`config.mk`:
```
export PLATFORM = sky130hd
export DESIGN_NAME = wrtm_cell
export DESIGN_NICKNAME = d
export VERILOG_FILES = /design/src/wrtm_pkg.sv /design/src/wrtm_cell.sv
export SDC_FILE = /design/constraint.sdc
export NUM_CORES = 1
export LEC_CHECK = 0
export BUFFER_PORTS_ARGS = -buffer_cell sky130_fd_sc_hd__buf_2
export CAP_MARGIN = 20
export CORE_MARGIN = 2
export CORE_UTILIZATION = 51
export DETAILED_ROUTE_END_ITERATION = 6
export PLACE_DENSITY_LB_ADDON = 0.1
export SETUP_SLACK_MARGIN = 0.02
export SYNTH_ARGS = -nofsm -noshare
export SYNTH_HDL_FRONTEND = slang
export SYNTH_SLANG_ARGS = --single-unit
```
`constraint.sdc`:
```
create_clock -name clk -period 4 [get_ports clk]
set_input_delay 1.2 -clock clk [delete_from_list [all_inputs] [get_ports clk]]
set_output_delay 1.2 -clock clk [all_outputs]
set_load 0.05 [all_outputs]
```
`src/wrtm_pkg.sv`:
```
`timescale 1ns / 1ps

package wrtm_pkg;

	localparam int TABLE_DEPTH = 64;
	localparam int IDX_W = (TABLE_DEPTH > 1) ? $clog2(TABLE_DEPTH) : 1;
	localparam int CNT_W = $clog2(TABLE_DEPTH + 1);
	localparam int MI_W = 6;

	typedef enum logic [1:0] {
		CMD_CLEAR  = 2'd0,
		CMD_APPEND = 2'd1,
		CMD_QUERY  = 2'd2,
		CMD_NONE   = 2'd3
	} cmd_t;

	typedef struct packed {
		logic [2:0] tgt;
		logic [4:0] word_class;
		logic [9:0] set_val;
		logic [9:0] subset;
		logic [4:0] superset;
		logic [6:0] form;
		logic [9:0] ofl3;
	} key_t;

	typedef struct packed {
		logic [9:0] scon12;
		logic [9:0] scon45;
		logic [6:0] wild_slot;
		logic [9:0] wild_value;
	} act_t;

	typedef struct packed {
		logic            matched;
		logic            status;
		logic [MI_W-1:0] match_index;
		logic [9:0]      new_scon12;
		logic [9:0]      new_scon45;
		logic            wild_valid;
		logic [6:0]      wild_field;
		logic [9:0]      wild_data;
	} res_t;

	// Item travelling down the row of cells
	typedef struct packed {
		logic valid;
		logic query;
		key_t key;
		res_t res;
	} flow_t;

endpackage

```
`src/wrtm_cell.sv`:
```
`timescale 1ns / 1ps

module wrtm_cell (
	input  logic                    clk,
	input  logic                    arst_n,
	input  logic [wrtm_pkg::IDX_W-1:0] cell_idx,
	input  logic [wrtm_pkg::CNT_W-1:0] entry_count,
	input  logic [2:0]              target_language,
	input  logic                    advance,
	input  logic                    wr_en,
	input  logic [wrtm_pkg::IDX_W-1:0] wr_idx,
	input  wrtm_pkg::key_t          wr_key,
	input  wrtm_pkg::act_t          wr_act,
	input  wrtm_pkg::flow_t         flow_in,
	output wrtm_pkg::flow_t         flow_out
);

	import wrtm_pkg::*;

	key_t key_q;
	act_t act_q;
	logic live;
	logic hit;
	logic [IDX_W+MI_W-1:0] idx_ext;
	flow_t nxt;
	logic flow_valid_q;
	flow_t flow_q;

	always_ff @(posedge clk) begin
		if (wr_en && wr_idx == cell_idx) begin
			key_q <= wr_key;
			act_q <= wr_act;
		end
	end

	assign live = CNT_W'(cell_idx) < entry_count;
	assign idx_ext = {{MI_W{1'b0}}, cell_idx};

	assign hit = (key_q.word_class == flow_in.key.word_class) &&
		(key_q.ofl3 == flow_in.key.ofl3) &&
		(key_q.subset == '0 || key_q.subset == flow_in.key.subset) &&
		(key_q.set_val == '0 || key_q.set_val == flow_in.key.set_val) &&
		(key_q.superset == '0 || key_q.superset == flow_in.key.superset) &&
		(key_q.form == '0 || key_q.form == flow_in.key.form) &&
		(key_q.tgt == '0 || key_q.tgt == target_language);

	always_comb begin
		nxt = flow_in;
		// first live entry that matches wins; later cells see matched set
		if (flow_in.valid && flow_in.query && !flow_in.res.matched && live && hit) begin
			nxt.res.matched     = 1'b1;
			nxt.res.match_index = idx_ext[MI_W-1:0];
			nxt.res.new_scon12  = act_q.scon12;
			nxt.res.new_scon45  = act_q.scon45;
			nxt.res.wild_valid  = act_q.wild_slot != '0;
			nxt.res.wild_field  = act_q.wild_slot;
			nxt.res.wild_data   = (act_q.wild_slot != '0) ? act_q.wild_value : '0;
		end
	end

	always_ff @(posedge clk or negedge arst_n) begin
		if (!arst_n) begin
			flow_valid_q <= 1'b0;
		end else if (advance) begin
			flow_valid_q <= nxt.valid;
		end
	end

	always_ff @(posedge clk) begin
		if (advance) begin
			flow_q <= nxt;
		end
	end

	always_comb begin
		flow_out = flow_q;
		flow_out.valid = flow_valid_q;
	end

endmodule

```
==> reports/qor.yml <==
placed_design:
  placed_area_sq_mm: 0.008909
  port_buffers: 308
  dp.cells: 865
  place.gp.congestion: 0.7703
  dp_hpwl_mm: 12.07
grt:
  grt_first_pass_wirelength_mm: 23.32
  grt_pass1_vias: 4645
  grt_overflow_total: 0
  grt_use_total: 0.2185
  grt_max_degree: 61
  antenna_found_initial: 4
layout:
  drive_above_1_share: 0.4818
  layout_commonest_cell: "buf_2"
  mostFrequentLayoutCells: "buf_2, edfxtp_1, xnor2_1"
  area_growth_pct: 33.55
  stdcell_count: 897
  layout.nets: 920
  fill_cells: 991
  final_cell_area_sq_mm: 0.009433
floorplan:
  ios: 309
  die-width_microns: 121.7
  dieArea_sq_mm: 0.01481
  start_util: 0.5148
  dieHeight_microns: 121.7
  row_count: 43
  core_sq_mm: 0.01372
timing:
  rsz0062_at_grt: "no"
  finalSetupViolations: 0
  finalSetupTns_ns: 0
  hold_viol_final: 0
  fmax_ghz: 0.3232
  clock_skew_ns: 0.02245
  timing.slew.headroom: 0.4729
  slew_violations: 0
  fin_crit_sh: 0.7734
  worst_pin_slew_ns: 0.7907
  whs_ns: 0.5034
  fin_crit_ns: 3.094
worst_setup_path:
  cp_max_fo: 45
  r2r_cells: 6
  crit_arrival_ns: 3.26
  ff2ff_setup_slack_ns: 1.25
  worst_ep_required_time_ns: 4.17
  endpoint_kind: "register"
  start_kind: "input pin"
  crit_end: "flow_out[30]"
  r2r_end: "flow_out[30]"
  critical_path_class: "input pin to register"
  rr_startpoint: "key_q[26]"
  crit_start: "target_language[1]"
drt:
  vias: 4485
  dr.pass1.iters: 4
  route.detailed.drc: 0
  post_drt_wl_per_cell_microns: 17.87
  antenna_left: 0
  totalWireLength_mm: 16.03
  drt_iter0_drc: 290
  via_per_inst: 5.000
cts:
  cts-root-buf: "clkbuf_16"
  cts_resized: 0
  tritoncts: "done"
  clock_path_buffers: 2
  post-cts-setup-buffer-count: 0
  clk_pin_slew_worst_paths_ns: 0.06
  ctsHoldBuffers: 0
  cts_max_level: 4
  cts_buffers: 17
  cts_sinks: 185
  clock_latency_ns: 0.44
flow_run:
  maxCapViolCount: 0
synth:
  synth-seq-cells: 185
  yosys.cell_types.count: 33
  yosys_warnings: 0
  synth_area_sq_mm: 0.007063
  ys_seq_area_frac: 0.7858
  syn_area_per_cell_sq_um: 18.64
  netlist_instances: 379
  syn_nets: 595
pwr:
  ir_drop_v: 0.0002658
  power_density_mw_per_mm2: 460.6
  p_leak_uw: 0.003767
status:
  status: "finished, final reports clean"
hold_path:
  hp-class: "register to register"
state kept, by name (all words and copies together) (netlist names):
name and flops:
flow_out 97, key_q 50, act_q 37, flow_valid_q 1
critical path, stage by stage:
cell and delay (ns):
buf_2 0.13, nor4_1 0.22, o21ai_0 0.11, a221oi_1 0.34
o221ai_1 0.22, nor4_4 0.35, buf_12 0.29, mux2_1 0.36
per-stage QoR:
stage	power [uW]	setup WS, ns	util
after CTS	4379	0.9192	0.6870
after global routing	4479	0.7840	0.6872
after detailed placement	2884	0.4570	0.6493
after floorplan	2656	-0.6800	-
after global placement	2873	0.5596	0.6493
final	4345	0.9063	0.6876
cells by family (layout without fill, tap and decap cells):
kind of cell | count (synthesis) | in the layout | synth area share
flip-flops | 185 | 185 | 0.7858
AND/OR/NAND/NOR | 56 | 56 | 0.04553
XOR/XNOR | 52 | 52 | 0.06448
multiplexers | 45 | 45 | 0.06997
buffers and inverters | 23 | 358 | 0.01346
AO/OA/AOI/OAI | 13 | 13 | 0.01187
adder cells (fa/ha/maj) | 5 | 5 | 0.008857
other | 0 | 3 | 0
synthesized netlist by cell type (all sizes together):
| library cell | instances | area (sq um) |
|---|---|---|
| a32o | 1 | 10.01 |
| a21oi | 3 | 15.01 |
| ha | 5 | 62.56 |
| nor3 | 3 | 15.01 |
| o211ai | 1 | 7.510 |
| o221ai | 1 | 8.760 |
| o21ai | 4 | 20.01 |
| nand2 | 15 | 56.30 |
| or2 | 3 | 18.77 |
| nand4 | 10 | 62.56 |
| o22ai | 1 | 6.260 |
| mux2 | 35 | 394.1 |
| inv | 17 | 63.81 |
| buf | 5 | 27.53 |
| xnor2 | 42 | 367.9 |
| nand3 | 4 | 20.02 |
| nor4 | 10 | 77.57 |
| or4 | 6 | 45.04 |
| nor2b | 1 | 6.260 |
| mux2i | 10 | 100.1 |
| dfrtp | 1 | 25.02 |
| edfxtp | 184 | 5525 |
| o31ai | 1 | 7.510 |
| a221oi | 1 | 8.760 |
| xor2 | 10 | 87.58 |
| nand2b | 2 | 12.51 |
| nor2 | 2 | 7.510 |
| clkbuf | 1 | 3.750 |
cell type report:
cell class,count,area (sq um),share of cell area
antenna,3,7.507,0.0007959
clock buffer,20,436.7,0.04629
clock inverter,9,80.08,0.008489
inverter,17,63.81,0.006765
multi-input combinational,171,1470,0.1559
sequential,185,5550,0.5884
tap,180,225.2,0.02388
timing repair buffer,312,1599,0.1695
power breakdown:
part / internal (uW) / switching (uW)
logic: 169 / 413
registers: 2230 / 23.4
clock network: 841 / 665
worst min-delay path by stage:
stage | from | endpoint | slack [ns] | depth (start not counted)
2_1_floorplan | flow_valid_q | flow_valid_q | 0.48 | 1
4_1_cts | flow_valid_q | flow_valid_q | 0.51 | 1
5_1_grt | arst_n | flow_valid_q | 0.52 | 1
3_3_place_gp | flow_valid_q | flow_valid_q | 0.49 | 1
3_5_place_dp | flow_valid_q | flow_valid_q | 0.49 | 1
6_report | flow_valid_q | flow_valid_q | 0.50 | 1
metal layers:
metal  up-vias  track usage  wire [microns]
li1       2104            -               -
met1      2128       0.2402            5815
met2       221       0.3792            8318
met3        28      0.08193            1518
met4         4      0.09626             351
met5         -            0              24
Power figures use the tool's default switching activity.
